[config.mk]
export PLATFORM = sky130hd
export DESIGN_NAME = base62_escape_encoder
export DESIGN_NICKNAME = d
export VERILOG_FILES = /design/src/design/b62e_pkg.sv /design/src/design/b62e_front.sv /design/src/design/b62e_queue.sv /design/src/design/b62e_back.sv /design/src/design/base62_escape_encoder.sv
export SDC_FILE = /design/constraint.sdc
export NUM_CORES = 1
export LEC_CHECK = 0
export ABC_CLOCK_PERIOD_IN_PS = 8900
export BUFFER_PORTS_ARGS = -buffer_cell sky130_fd_sc_hd__buf_2
export CORE_UTILIZATION = 60
export CTS_CLUSTER_SIZE = 12
export DETAILED_ROUTE_END_ITERATION = 16
export PLACE_DENSITY = 0.8
export SLEW_MARGIN = 20
export SYNTH_ARGS = -nofsm -noshare
export SYNTH_HDL_FRONTEND = slang
export SYNTH_SLANG_ARGS = --single-unit
[constraint.sdc]
create_clock -name clk_i -period 8.9 [get_ports clk_i]
set_clock_uncertainty 0.2 [all_clocks]
set_input_delay 0.89 -clock clk_i [delete_from_list [all_inputs] [get_ports clk_i]]
set_output_delay 0.89 -clock clk_i [all_outputs]
set_load 0.02 [all_outputs]
[src/design/b62e_pkg.sv]
// Package for the base62 escape encoder: word types, queue sizing and
// the alphabet lookup. No dependencies.
package b62e_pkg;

  localparam int QDepth = 2;
  localparam int QPtrW  = (QDepth > 1) ? $clog2(QDepth) : 1;
  localparam int QCntW  = $clog2(QDepth + 1);

  localparam logic [7:0] CharI = 8'h69;  // 'i'
  localparam logic [7:0] CharA = 8'h61;  // 'a'
  localparam logic [7:0] CharB = 8'h62;  // 'b'
  localparam logic [7:0] CharC = 8'h63;  // 'c'
  localparam logic [7:0] CharPlus  = 8'h2B;
  localparam logic [7:0] CharSlash = 8'h2F;
  localparam logic [7:0] CharUpA   = 8'h41;
  localparam logic [7:0] CharZero  = 8'h30;

  typedef struct packed {
    logic [7:0] data_byte;
    logic       last_byte;
  } in_word_t;

  typedef struct packed {
    logic [7:0] out_char;
    logic       last_char;
  } out_word_t;

  // One byte's worth of 6-bit groups, handed from front to back.
  typedef struct packed {
    logic       two_groups;
    logic [5:0] grp0;
    logic [5:0] grp1;
    logic       last;
  } grp_word_t;

  function automatic logic [7:0] enc_char(input logic [5:0] g);
    logic [7:0] gx;
    gx = {2'b00, g};
    if (g < 6'd26) begin
      enc_char = CharUpA + gx;
    end else if (g < 6'd52) begin
      enc_char = CharA + gx - 8'd26;
    end else if (g < 6'd62) begin
      enc_char = CharZero + gx - 8'd52;
    end else if (g == 6'd62) begin
      enc_char = CharPlus;
    end else begin
      enc_char = CharSlash;
    end
  endfunction

  function automatic logic [7:0] esc_suffix(input logic [7:0] ch);
    case (ch)
      CharI:     esc_suffix = CharA;
      CharPlus:  esc_suffix = CharB;
      CharSlash: esc_suffix = CharC;
      default:   esc_suffix = 8'h00;
    endcase
  endfunction

  function automatic logic is_escaped(input logic [7:0] ch);
    is_escaped = (ch == CharI) || (ch == CharPlus) || (ch == CharSlash);
  endfunction

endpackage

[src/design/b62e_front.sv]
// Front end: accepts input bytes, packs bits into 6-bit groups, holds
// leftover bits between bytes. Depends on b62e_pkg.
module b62e_front (
  input  logic                 clk_i,
  input  logic                 rst_ni,
  input  logic                 in_valid_i,
  output logic                 in_stall_o,
  input  b62e_pkg::in_word_t   in_word_i,
  input  logic                 q_full_i,
  output logic                 push_o,
  output b62e_pkg::grp_word_t  grp_o
);

  logic [3:0]  pend_bits_q, pend_bits_d;
  logic [2:0]  pend_cnt_q, pend_cnt_d;
  logic [11:0] val;
  logic [3:0]  rem_bits;
  logic [2:0]  rem_cnt;

  assign in_stall_o = q_full_i;
  assign push_o     = in_valid_i && !q_full_i;
  assign val        = {pend_bits_q, in_word_i.data_byte};

  always_comb begin
    grp_o.two_groups = 1'b0;
    grp_o.grp0       = val[7:2];
    grp_o.grp1       = 6'd0;
    grp_o.last       = in_word_i.last_byte;
    rem_bits         = {2'b00, val[1:0]};
    rem_cnt          = 3'd2;
    case (pend_cnt_q)
      3'd4: begin
        grp_o.two_groups = 1'b1;
        grp_o.grp0       = val[11:6];
        grp_o.grp1       = val[5:0];
        rem_bits         = 4'd0;
        rem_cnt          = 3'd0;
      end
      3'd2: begin
        grp_o.grp0 = val[9:4];
        rem_bits   = val[3:0];
        rem_cnt    = 3'd4;
      end
      default: begin
        grp_o.grp0 = val[7:2];
        rem_bits   = {2'b00, val[1:0]};
        rem_cnt    = 3'd2;
      end
    endcase
    // flush: pad leftover bits with zeros on the right
    if (in_word_i.last_byte && (rem_cnt != 3'd0)) begin
      grp_o.two_groups = 1'b1;
      grp_o.grp1 = (rem_cnt == 3'd4) ? {rem_bits, 2'b00} : {rem_bits[1:0], 4'b0000};
    end
  end

  always_comb begin
    pend_bits_d = pend_bits_q;
    pend_cnt_d  = pend_cnt_q;
    if (push_o) begin
      if (in_word_i.last_byte) begin
        pend_bits_d = 4'd0;
        pend_cnt_d  = 3'd0;
      end else begin
        pend_bits_d = rem_bits;
        pend_cnt_d  = rem_cnt;
      end
    end
  end

  always_ff @(posedge clk_i or negedge rst_ni) begin
    if (!rst_ni) begin
      pend_bits_q <= 4'd0;
      pend_cnt_q  <= 3'd0;
    end else begin
      pend_bits_q <= pend_bits_d;
      pend_cnt_q  <= pend_cnt_d;
    end
  end

endmodule

[src/design/b62e_queue.sv]
// Short queue of group words between front and back ends.
// Depends on b62e_pkg.
module b62e_queue (
  input  logic                 clk_i,
  input  logic                 rst_ni,
  input  logic                 push_i,
  input  b62e_pkg::grp_word_t  push_word_i,
  output logic                 full_o,
  input  logic                 pop_i,
  output logic                 empty_o,
  output b62e_pkg::grp_word_t  head_o
);

  b62e_pkg::grp_word_t mem_q [b62e_pkg::QDepth];
  logic [b62e_pkg::QPtrW-1:0] wr_ptr_q, wr_ptr_d, rd_ptr_q, rd_ptr_d;
  logic [b62e_pkg::QCntW-1:0] cnt_q, cnt_d;

  localparam logic [b62e_pkg::QPtrW-1:0] PtrLast = b62e_pkg::QPtrW'(b62e_pkg::QDepth - 1);
  localparam logic [b62e_pkg::QCntW-1:0] CntFull = b62e_pkg::QCntW'(b62e_pkg::QDepth);

  assign full_o  = (cnt_q == CntFull);
  assign empty_o = (cnt_q == '0);
  assign head_o  = mem_q[rd_ptr_q];

  always_comb begin
    wr_ptr_d = wr_ptr_q;
    rd_ptr_d = rd_ptr_q;
    cnt_d    = cnt_q;
    if (push_i) begin
      wr_ptr_d = (wr_ptr_q == PtrLast) ? '0 : wr_ptr_q + 1'b1;
    end
    if (pop_i) begin
      rd_ptr_d = (rd_ptr_q == PtrLast) ? '0 : rd_ptr_q + 1'b1;
    end
    if (push_i && !pop_i) begin
      cnt_d = cnt_q + 1'b1;
    end else if (!push_i && pop_i) begin
      cnt_d = cnt_q - 1'b1;
    end
  end

  always_ff @(posedge clk_i or negedge rst_ni) begin
    if (!rst_ni) begin
      wr_ptr_q <= '0;
      rd_ptr_q <= '0;
      cnt_q    <= '0;
    end else begin
      wr_ptr_q <= wr_ptr_d;
      rd_ptr_q <= rd_ptr_d;
      cnt_q    <= cnt_d;
    end
  end

  always_ff @(posedge clk_i) begin
    if (push_i) begin
      mem_q[wr_ptr_q] <= push_word_i;
    end
  end

  a_cnt_bound: assert property (@(posedge clk_i) disable iff (!rst_ni)
    cnt_q <= CntFull) else $error("queue count overflow");
  a_no_pop_empty: assert property (@(posedge clk_i) disable iff (!rst_ni)
    empty_o |-> !pop_i) else $error("pop from empty queue");
  a_no_push_full: assert property (@(posedge clk_i) disable iff (!rst_ni)
    full_o |-> !push_i) else $error("push into full queue");
  a_cnt_up: assert property (@(posedge clk_i) disable iff (!rst_ni)
    (push_i && !pop_i) |=> cnt_q == $past(cnt_q) + 1'b1)
    else $error("queue count did not advance on push");

endmodule

[src/design/b62e_back.sv]
// Back end: expands group words into characters with escapes, one per
// cycle when not stalled, via an output register. Depends on b62e_pkg.
module b62e_back (
  input  logic                 clk_i,
  input  logic                 rst_ni,
  input  b62e_pkg::grp_word_t  head_i,
  input  logic                 empty_i,
  output logic                 pop_o,
  output logic                 out_valid_o,
  input  logic                 out_stall_i,
  output b62e_pkg::out_word_t  out_word_o
);

  logic                sel_q, sel_d;
  logic                esc_ph_q, esc_ph_d;
  logic                out_valid_q, out_valid_d;
  b62e_pkg::out_word_t out_word_q, out_word_d;
  logic [5:0]          grp;
  logic [7:0]          ch;
  logic                esc;
  logic                load;
  logic                word_done;

  assign grp  = sel_q ? head_i.grp1 : head_i.grp0;
  assign ch   = b62e_pkg::enc_char(grp);
  assign esc  = b62e_pkg::is_escaped(ch);
  assign load = !empty_i && (!out_valid_q || !out_stall_i);
  assign word_done = (esc_ph_q || !esc) && (sel_q || !head_i.two_groups);
  assign pop_o = load && word_done;

  always_comb begin
    sel_d       = sel_q;
    esc_ph_d    = esc_ph_q;
    out_word_d  = out_word_q;
    out_valid_d = out_valid_q;
    if (load) begin
      out_valid_d          = 1'b1;
      out_word_d.out_char  = esc_ph_q ? b62e_pkg::esc_suffix(ch)
                                      : (esc ? b62e_pkg::CharI : ch);
      out_word_d.last_char = word_done && head_i.last;
      if (word_done) begin
        sel_d    = 1'b0;
        esc_ph_d = 1'b0;
      end else if (esc && !esc_ph_q) begin
        esc_ph_d = 1'b1;
      end else begin
        sel_d    = 1'b1;
        esc_ph_d = 1'b0;
      end
    end else if (!out_stall_i) begin
      out_valid_d = 1'b0;
    end
  end

  always_ff @(posedge clk_i or negedge rst_ni) begin
    if (!rst_ni) begin
      sel_q       <= 1'b0;
      esc_ph_q    <= 1'b0;
      out_valid_q <= 1'b0;
    end else begin
      sel_q       <= sel_d;
      esc_ph_q    <= esc_ph_d;
      out_valid_q <= out_valid_d;
    end
  end

  always_ff @(posedge clk_i) begin
    out_word_q <= out_word_d;
  end

  assign out_valid_o = out_valid_q;
  assign out_word_o  = out_word_q;

endmodule

[src/design/base62_escape_encoder.sv]
// Top level of the base62 escape encoder: front end, group queue, back end.
// Depends on b62e_pkg, b62e_front, b62e_queue, b62e_back.
//
// Bytes go in MSB first and come out as base64-alphabet characters with
// 'i', '+' and '/' sent as "ia", "ib" and "ic"; the last byte of a message
// flushes leftover bits as a zero-padded group and its final character has
// last_char set. A byte yields one or two groups and so 1 to 4 characters;
// the output register delivers one character per cycle while out_stall_i
// is low and the queue holds a word. The front end takes a new byte
// every cycle while the two-entry group queue has room, so bytes keep
// arriving while the back end drains earlier ones. An accepted byte's
// groups enter the queue, then its first character the output register.
module base62_escape_encoder (
  input  logic                 clk_i,
  input  logic                 rst_ni,
  input  logic                 in_valid_i,
  output logic                 in_stall_o,
  input  b62e_pkg::in_word_t   in_word_i,
  output logic                 out_valid_o,
  input  logic                 out_stall_i,
  output b62e_pkg::out_word_t  out_word_o
);

  logic                push;
  logic                full;
  logic                pop;
  logic                empty;
  b62e_pkg::grp_word_t push_word;
  b62e_pkg::grp_word_t head;

  b62e_front u_front (
    .clk_i      (clk_i),
    .rst_ni     (rst_ni),
    .in_valid_i (in_valid_i),
    .in_stall_o (in_stall_o),
    .in_word_i  (in_word_i),
    .q_full_i   (full),
    .push_o     (push),
    .grp_o      (push_word)
  );

  b62e_queue u_queue (
    .clk_i       (clk_i),
    .rst_ni      (rst_ni),
    .push_i      (push),
    .push_word_i (push_word),
    .full_o      (full),
    .pop_i       (pop),
    .empty_o     (empty),
    .head_o      (head)
  );

  b62e_back u_back (
    .clk_i       (clk_i),
    .rst_ni      (rst_ni),
    .head_i      (head),
    .empty_i     (empty),
    .pop_o       (pop),
    .out_valid_o (out_valid_o),
    .out_stall_i (out_stall_i),
    .out_word_o  (out_word_o)
  );

endmodule

; Word-level counts from Yosys, hierarchy flattened
; Memories as Yosys holds them, arrays and structs flattened.
; Cells that the tools add are included.
[totals]
reg_bits = 23
latchBits = 0
ram_bits = 28
rom_bits = 0
word_cells = 90
memories = 1
[mem_list]
columns = memory, words, word_bits, rd, rd_clocked_by_memory_dff, write_ports, line
row1 = u_queue.mem_q, 2, 14, 1, 0, 1, b62e_queue.sv:14  ; b62e_pkg::grp_word_t mem_q [b62e_pkg::QDepth];
[classes]
addsub = 9
multipliers = 0
div_mod_pow = 0
n_lt_le_gt_ge = 3
eq_ne = 10
n_shift = 0
n_mux = 30
bitwise = 0
n_reduce_logical = 27
[ops]
columns = cell, n
row1 = 2-to-1 mux 8 bit, 5
row2 = 2-to-1 mux 6 bit, 4
row3 = case mux 7 bit (3 select lines), 1
row4 = "adder 7 x 6 -> 8 bit, first input constant", 2
row5 = "equality test 8 x 6 -> 1 bit, second input constant", 2
row6 = "less-than comparator 6 bit, second input constant", 2
row7 = 2-to-1 mux 1 bit, 12
row8 = case mux 6 bit (2 select lines), 1
row9 = logical AND 1 bit, 9
row10 = logical NOT 1 bit, 9
row11 = "equality test 8 x 7 -> 1 bit, second input constant", 1
row12 = case mux 4 bit (2 select lines), 1
row13 = "subtractor 8 x 5 -> 8 bit, second input constant", 1
row14 = "subtractor 8 x 6 -> 8 bit, second input constant", 1
row15 = "adder 6 x 6 -> 7 bit, first input constant", 1
row16 = "equality test 3 bit, second input constant", 2
row17 = "equality test 6 bit, second input constant", 1
row18 = "less-than comparator 6 x 5 -> 1 bit, second input constant", 1
row19 = 2-to-1 mux 3 bit, 2
row20 = case mux 3 bit (2 select lines), 1
row21 = logical OR 1 bit, 5
row22 = 2-to-1 mux 2 bit, 2
row23 = 2-to-1 mux 4 bit, 1
row24 = "!= test 2 x 1 -> 1 bit, second input constant", 2
row25 = other kinds (9), 10

; Depth between registers and ports, before layout
; Gate-level depths: netlist of run 1.
; An unclocked memory read counts as a cell.
[logic_depth]
word_depth = 17
mapped_depth = 17

; By module
; From an unflattened synthesis of run 1, not the netlist that was laid out.
[hier_totals]
cells_unflattened = 262
area_unflattened_um2 = 3090.5
[by_module_without_submodules]
columns = mod, instances, cells_each, area_per_inst_um2, seq_area_each_um2
row1 = b62e_back, 1, 133, 1277.5, 345.3
row2 = b62e_queue, 1, 60, 1249.9, 940.9
row3 = b62e_front, 1, 69, 563.0, 150.1

; Worst setup path after synthesis of run 1
; No wires, ideal clock.
[synth_timing]
kind = flip-flop to flip-flop
startpoint = register u_queue.rd_ptr_q
endpoint = register u_queue.cnt_q[1] (netlist name)
setup_ps = 125
arrival_ps = 3711
required_ps = 8575
path_slack_ps = 4864
path_stages_with_launch = 17
path_buffers = 1
synth_period_minus_slack_ps = 4036
path_cell_list = dfrtp_1 > buf_6 > mux4_2 > inv_1 > ha_1 > nand2_1 > or3b_1 > and3_1 > a221oi_2 > o21ai_1 > nor4b_4 > a31oi_1 > inv_1 > ha_1 > xor2_1 > nor2_1 > xor2_1
[synth_via]
elab_chain_cells = 17
[synth_rtl]
columns = element, line
row1 = start: declaration, b62e_queue.sv:15  ; logic [b62e_pkg::QPtrW-1:0] wr_ptr_q, wr_ptr_d, rd_ptr_q, rd_ptr_d;
row2 = start signal: assignment, b62e_queue.sv:49  ; rd_ptr_q <= rd_ptr_d;
row3 = memory (2 x 14 bit) (*), n/a
row4 = 2-to-1 mux 6 bit, b62e_back.sv:24  ; assign grp = sel_q ? head_i.grp1 : head_i.grp0;
row5 = adder 6 x 6 -> 7 bit or equality test 6 bit (tied branches), "b62e_pkg.sv:44, b62e_pkg.sv:45"
row6 = subtractor 8 x 6 -> 8 bit or 2-to-1 mux 3 bit (tied branches), "b62e_pkg.sv:44, b62e_pkg.sv:45"
row7 = 2-to-1 mux 8 bit, b62e_pkg.sv:43  ; end else if (g < 6'd62) begin
row8 = 2-to-1 mux 8 bit, b62e_pkg.sv:41  ; end else if (g < 6'd52) begin
row9 = 2-to-1 mux 8 bit, b62e_pkg.sv:39  ; if (g < 6'd26) begin
row10 = equality test 8 x 7 -> 1 bit or equality test 8 x 6 -> 1 bit (tied branches), b62e_pkg.sv:62  ; is_escaped = (ch == CharI) || (ch == CharPlus) || (ch == CharSlash);
row11 = logical OR 1 bit (2 in a row), b62e_pkg.sv:62
row12 = logical NOT 1 bit, b62e_back.sv:28  ; assign word_done = (esc_ph_q || !esc) && (sel_q || !head_i.two_groups);
row13 = logical OR 1 bit, b62e_back.sv:28
row14 = logical AND 1 bit (*), b62e_back.sv:28
row15 = logical AND 1 bit (*), b62e_back.sv:29  ; assign pop_o = load && word_done;
row16 = logical NOT 1 bit, b62e_queue.sv:35  ; if (push_i && !pop_i) begin
row17 = logical AND 1 bit, b62e_queue.sv:35
row18 = 2-to-1 mux 2 bit or nonzero test 2 bit (tied branches), n/a
row19 = end signal: assignment, b62e_queue.sv:50  ; cnt_q <= cnt_d;
row20 = end: declaration, b62e_queue.sv:16  ; logic [b62e_pkg::QCntW-1:0] cnt_q, cnt_d;
; Mark *: on every way between the ends. The rest lies on a longest branch, timed or not.
; A chain may end at the register's enable or synchronous reset.

; Worst setup path after layout of run 1
; Ends and elaborated chain as after synthesis.

==> out/summary.txt, run 1 <==
Reg clk slew, reported paths = 90 ps
Post-CTS setup buffer count = 0
Critical path class = reg2reg
Nets = 303
GPL Wtd Cong = 0.9918
Post-synthesis sequential area ratio = 49.57%
CP Buf/Inv Count = 2
Core area = 4504 um^2
Critical Path End = u_queue.cnt_q[1]$_DFFE_PN0P_
Number of CTS-inserted buffers = 5
Crit path depth = 14
CTS tree = done
Fill cell count = 321
Die X = 71.50 um
Commonest non-fill, non-tap cell in the layout = edfxtp_1
Syn Std Cell Area = 2898 um^2
Synth Warn # = 0
Deepest clock path buffer count = 2
Cells after Synth = 253
Wire per inst = 16.36 um
Drt first-iter violations = 170
Post-DP HPWL = 4.025 mm
Reg-to-reg slack, setup = 4150 ps
Final core occ = 70.03%
Fin crit share = 53.42%
Die height = 71.50 um
Vias/cell = 6.329
Synthesized net count = 280
RSZ-0062 raised after global routing = false
Final WS setup = 4146 ps
Remaining Overflow, GRT = 0
Port buffer count = 23
Status = finished, final reports clean
Reg-to-Reg End = u_queue.cnt_q[1]$_DFFE_PN0P_
HP Class = in2async
Drt pass-1 iters = 4
Post-CTS Resized = 0
Hold Buf Count CTS = 0
Hold violation count in the final report = 0
Worst r2r src = u_queue.rd_ptr_q$_DFFE_PN0P_
CP startpoint kind = flip-flop
CTS root buffer = clkbuf_8
CP endpoint kind = flip-flop
Max_cap viols = 0
N_diodes = 0
Crit path max fanout = 10
Vias in the first global route = 1950
Slew headroom = 54.01%
Worst EP required = 8930 ps
EDFF count, synth = 37
Worst-skew pair later-pin latency = 300 ps
CP top delay family = simple AND/OR/NAND/NOR gates
Die area = 5112 um^2
Area Growth Syn to Fin = 8.852%
Final setup fails = 0
Synth unique cells = 56
Slew Viols, Final = 0
Flops & latches, synth = 50
Crit-path cells = mux4_2 -> inv_1 -> ha_1 -> nand2_1 -> or3b_1 -> and3_1 -> a221oi_2 -> o21ai_1 -> nor4b_4 -> a31oi_1 -> inv_1 -> ha_1 -> nor2_1 -> xor2_1
Htree depth = 2
Top_reg_cell synth = edfxtp_1
Post-route antenna net violation count = 0
Most frequent cells in the layout = edfxtp_1 (37), nand2_1 (28), buf_2 (23)
Total Neg Setup Slack = 0 ps
Reg2reg path depth = 14
Crit path largest cell delay = 680 ps
First-pass GRT wire length = 9.059 mm
I/O Pins = 24
Slowest CP cell = dfrtp_1
Largest net degree at the start of global routing = 17
Slew @ Worst Pin = 689.1 ps
DRC errors left = 0
Crit path DAT = 4780 ps
Initial core utilization = 64.33%
CP Launch Point = u_queue.rd_ptr_q$_DFFE_PN0P_
WL final = 5.366 mm
Crit path time final = 4754 ps
Dpl ws = 4225 ps
Fmax = 0.2103 GHz
# clock sinks = 50
Layout cells sized above 1 = 18.12%
Initial antenna violation count = 0
Rows = 24
DR vias = 2076
Async S/R FF share, synth = 26.00%
Mapped Avg Cell Area = 11.45 um^2
Tot GR Track Use = 23.31%
==> worst register-to-register path: stages (launching register included) <==
cell,delay (ps)
dfrtp_1,680
mux4_2,680
inv_1,200
ha_1,340
nand2_1,130
or3b_1,470
and3_1,270
a221oi_2,230
o21ai_1,160
nor4b_4,430
a31oi_1,200
inv_1,100
ha_1,250
nor2_1,150
xor2_1,170
==> final cells by class <==
type,count,area [um^2],area share [%]
Clock buffer,6,82.58,2.618
Multi-Input combinational cell,181,1366,43.32
Tap cell,52,65.06,2.063
Clock inverter,1,30.03,0.9520
Sequential cell,50,1436,45.54
Inverter,15,58.81,1.864
Timing Repair Buffer,23,115.1,3.649
==> state kept, by name (all words and copies together) (netlist names), 2 cells and up <==
signal and flops:
u_back.out_word_o 9, u_queue.cnt_q 2, u_front.pend_bits_q 4, u_queue.mem_q 28, u_front.pend_cnt_q 2
==> per-layer routing <==
metal	wire (um)	global-route usage (%)	up-vias
met5	0	0	-
met4	93	9.804	0
met3	236	5.063	8
met2	2717	39.15	73
met1	2318	29.51	994
li1	-	-	1001
==> Yosys cell counts, types with 3 or more instances <==
library cell | instances | area [um^2]
a21oi_1 | 3 | 15.01
a22oi_1 | 11 | 82.58
a31oi_1 | 7 | 43.79
and2_1 | 3 | 18.77
and3_1 | 3 | 18.77
clkbuf_1 | 4 | 15.01
dfrtp_1 | 13 | 325.3
edfxtp_1 | 37 | 1111
ha_1 | 14 | 175.2
inv_1 | 14 | 52.55
mux2i_1 | 5 | 50.05
mux4_2 | 4 | 90.09
nand2_1 | 28 | 105.1
nand2b_1 | 4 | 25.02
nand3_1 | 5 | 25.02
nor2_1 | 11 | 41.29
nor2b_1 | 6 | 37.54
nor4_1 | 4 | 25.02
o21ai_0 | 22 | 110.1
xnor2_1 | 5 | 43.79
xor2_1 | 3 | 26.28
==> metrics by stage <==
| stage | std cells | hold WS, ps | instance area (um^2) |
|---|---|---|---|
| after floorplan | 253 | 250.5 | 2898 |
| after global placement | 321 | 266.1 | 3039 |
| after detailed placement | 321 | 279.6 | 3039 |
| after CTS | 328 | 270.0 | 3152 |
| after global routing | 328 | 272.1 | 3154 |
| final | 328 | 263.3 | 3154 |
==> worst min-delay path by stage <==
stage,start,endpoint,slack [ps],cells past startpoint
2_1_floorplan,u_front.pend_bits_q[2]$_DFFE_PN0P_,u_front.pend_bits_q[2]$_DFFE_PN0P_,250,2
3_3_place_gp,u_front.pend_bits_q[3]$_DFFE_PN0P_,u_front.pend_bits_q[3]$_DFFE_PN0P_,270,2
3_5_place_dp,u_front.pend_bits_q[2]$_DFFE_PN0P_,u_front.pend_bits_q[2]$_DFFE_PN0P_,280,2
4_1_cts,rst_ni,u_queue.cnt_q[0]$_DFFE_PN0P_,270,1
5_1_grt,rst_ni,u_queue.cnt_q[0]$_DFFE_PN0P_,270,1
6_report,rst_ni,u_back.sel_q$_DFFE_PN0P_,260,1
==> logic make-up (layout without fill, tap and decap cells) <==
kind of cell / after synthesis / in the layout / share of synthesized area, %
and+or+nand+nor: 76 / 76 / 13.90
AOI/OAI and AO/OA: 67 / 67 / 15.98
DFF: 50 / 50 / 49.57
buffers and inverters: 22 / 45 / 3.368
muxes: 16 / 16 / 8.722
adders and majority gates: 14 / 14 / 6.045
xor gates and xnor gates: 8 / 8 / 2.418
Power of run 1 is left out: the tool's default activity adds up to more than one toggle a clock period on the data nets, which glitch-free logic cannot reach.
==> run 2, diff against run 1 <==
--- a/config.mk
+++ b/config.mk
@@ -5,12 +5,12 @@
 export SDC_FILE = /design/constraint.sdc
 export NUM_CORES = 1
 export LEC_CHECK = 0
-export ABC_CLOCK_PERIOD_IN_PS = 8900
+export ABC_CLOCK_PERIOD_IN_PS = 4190
 export BUFFER_PORTS_ARGS = -buffer_cell sky130_fd_sc_hd__buf_2
-export CORE_UTILIZATION = 60
+export CORE_UTILIZATION = 54
 export CTS_CLUSTER_SIZE = 12
 export DETAILED_ROUTE_END_ITERATION = 16
-export PLACE_DENSITY = 0.8
+export PLACE_DENSITY = 0.76
 export SLEW_MARGIN = 20
 export SYNTH_ARGS = -nofsm -noshare
 export SYNTH_HDL_FRONTEND = slang
==> constraint.sdc (replaced) <==
create_clock -name clk_i -period 4.19 [get_ports clk_i]
set_clock_uncertainty 0.2 [all_clocks]
set_input_delay 0.419 -clock clk_i [delete_from_list [all_inputs] [get_ports clk_i]]
set_output_delay 0.419 -clock clk_i [all_outputs]
set_load 0.02 [all_outputs]
==> out/summary.txt, run 2 (same netlist as run 1, synthesis figures left out) <==
Status = finished, final reports clean (unchanged)
Worst-skew pair later-pin latency = 300 ps (about the same)
Fin Hold WS = 127.7 ps (was 263.3 ps)
Rows = 26 (was 24)
HP Class = in2reg (was in2async)
Reg clk slew, reported paths = 90 ps (about the same)
Initial core utilization = 56.38% (was 64.33%)
Post-DP HPWL = 4.407 mm (was 4.025 mm)
Hold violation count in the final report = 0 (unchanged)
Drt first-iter violations = 139 (was 170)
Slew Viols, Final = 0 (unchanged)
GPL Wtd Cong = 0.9323 (was 0.9918)
Wire per inst = 15.94 um (was 16.36 um)
Worst r2r src = u_queue.rd_ptr_q$_DFFE_PN0P_ (unchanged)
CP Launch Point = u_queue.rd_ptr_q$_DFFE_PN0P_ (unchanged)
Nets = 315 (was 303)
Crit path DAT = 3960 ps (was 4780 ps)
Number of CTS-inserted buffers = 5 (unchanged)
Critical Path End = u_queue.cnt_q[1]$_DFFE_PN0P_ (unchanged)
Largest register FFs = 28 (unchanged)
Die area = 5663 um^2 (was 5112 um^2)
Critical path class = reg2reg (unchanged)
Final WS setup = 229.5 ps (was 4146 ps)
CTS root buffer = clkbuf_8 (unchanged)
I/O Pins = 24 (unchanged)
Dpl ws = 86.30 ps (was 4225 ps)
Vias/cell = 5.819 (was 6.329)
Crit path time final = 3961 ps (was 4754 ps)
Final setup fails = 0 (unchanged)
Drt pass-1 iters = 4 (unchanged)
CTS tree = done (unchanged)
N_diodes = 0 (unchanged)
Worst EP required = 4190 ps (was 8930 ps)
Most frequent cells in the layout = edfxtp_1 (37), nand2_1 (28), buf_2 (23) (unchanged)
Die X = 75.26 um (was 71.50 um)
Dpl cell area = 3137 um^2 (was 3039 um^2)
Fin area = 3289 um^2 (was 3154 um^2)
Max_cap viols = 0 (unchanged)
Die height = 75.26 um (was 71.50 um)
Vias in the first global route = 1903 (was 1950)
Reg-to-reg slack, setup = 230 ps (was 4150 ps)
Htree depth = 2 (unchanged)
Layout cells sized above 1 = 22.84% (was 18.12%)
Largest net degree at the start of global routing = 18 (was 17)
DRC errors left = 0 (unchanged)
Core area = 5140 um^2 (was 4504 um^2)
Area Growth Syn to Fin = 13.51% (was 8.852%)
CP startpoint kind = flip-flop (unchanged)
DR vias = 2089 (was 2076)
Fin crit share = 94.52% (was 53.42%)
Reg2reg path depth = 16 (was 14)
Port buffer count = 23 (unchanged)
Largest reg by FF count = u_queue.mem_q (unchanged)
CP endpoint kind = flip-flop (unchanged)
First-pass GRT wire length = 9.211 mm (was 9.059 mm)
Deepest clock path buffer count = 2 (unchanged)
Commonest non-fill, non-tap cell in the layout = edfxtp_1 (unchanged)
Reg-to-Reg End = u_queue.cnt_q[1]$_DFFE_PN0P_ (unchanged)
Initial antenna violation count = 0 (unchanged)
Remaining Overflow, GRT = 0 (unchanged)
Slew headroom = 52.85% (was 54.01%)
Total Neg Setup Slack = 0 ps (unchanged)
Fmax = 0.2525 GHz (was 0.2103 GHz)
Tot GR Track Use = 22.32% (was 23.31%)
Slew @ Worst Pin = 706.5 ps (was 689.1 ps)
Post-route antenna net violation count = 0 (unchanged)
WL final = 5.724 mm (was 5.366 mm)
# clock sinks = 50 (unchanged)
Crit path max fanout = 7 (was 10)
==> run 2: how the worst min path moves through the flow <==
stage                      from                           endpoint  slack (ps)  cells past startpoint
global placement         rst_ni  u_front.pend_cnt_q[2]$_DFFE_PN0P_         130                      1
floorplan                rst_ni        u_back.esc_ph_q$_DFFE_PN0P_         -80                      0
CTS                 out_stall_i     u_back.out_valid_o$_DFFE_PN0P_         120                      3
detailed placement       rst_ni  u_front.pend_cnt_q[2]$_DFFE_PN0P_         130                      1
global route        out_stall_i     u_back.out_valid_o$_DFFE_PN0P_         140                      3
finish              out_stall_i     u_back.out_valid_o$_DFFE_PN0P_         130                      3
==> run 2: through the flow <==
step | cells | utilization (%)
CTS | 358 | 63.49
global placement | 349 | 61.03
global route | 359 | 64.00
detailed placement | 349 | 61.03
finish | 359 | 64.00
floorplan | 253 | -
==> run 2: layout make-up <==
cell class	instances	area (um^2)
Sequential cell	50	1438
Tap cell	70	87.58
Fill cell	431	1851
Clock buffer	5	68.82
Timing Repair Buffer	35	207.7
Multi-Input combinational cell	181	1381
Clock inverter	3	47.55
Inverter	15	58.81
==> run 2: worst max-delay path, stage by stage (launching register included) <==
cell     delay (ps)
dfrtp_2         460
buf_4           140
mux4_2          590
inv_1           170
ha_1            220
inv_1            80
a21oi_1         280
o32ai_1         170
a22oi_1         210
o21ai_0         210
nor4b_4         370
a31oi_2         160
inv_1            90
ha_1            160
xor2_1          150
nor2_1           70
xor2_1          130
==> run 2: metal layers <==
metal | track usage, % | wire length (um)
met2 | 38.84 | 3060
met3 | 3.748 | 174
met5 | 0 | 0
met4 | 8.848 | 59
met1 | 27.88 | 2430
==> run 2: timing repair <==
item,4_1_cts,5_1_grt
resized for setup,0,4
buffers inserted,0,1
hold buffers,1,0
setup endpoints to repair,0,4
endpoints found under the hold margin,13,0
Power of run 2 is left out for the same reason.
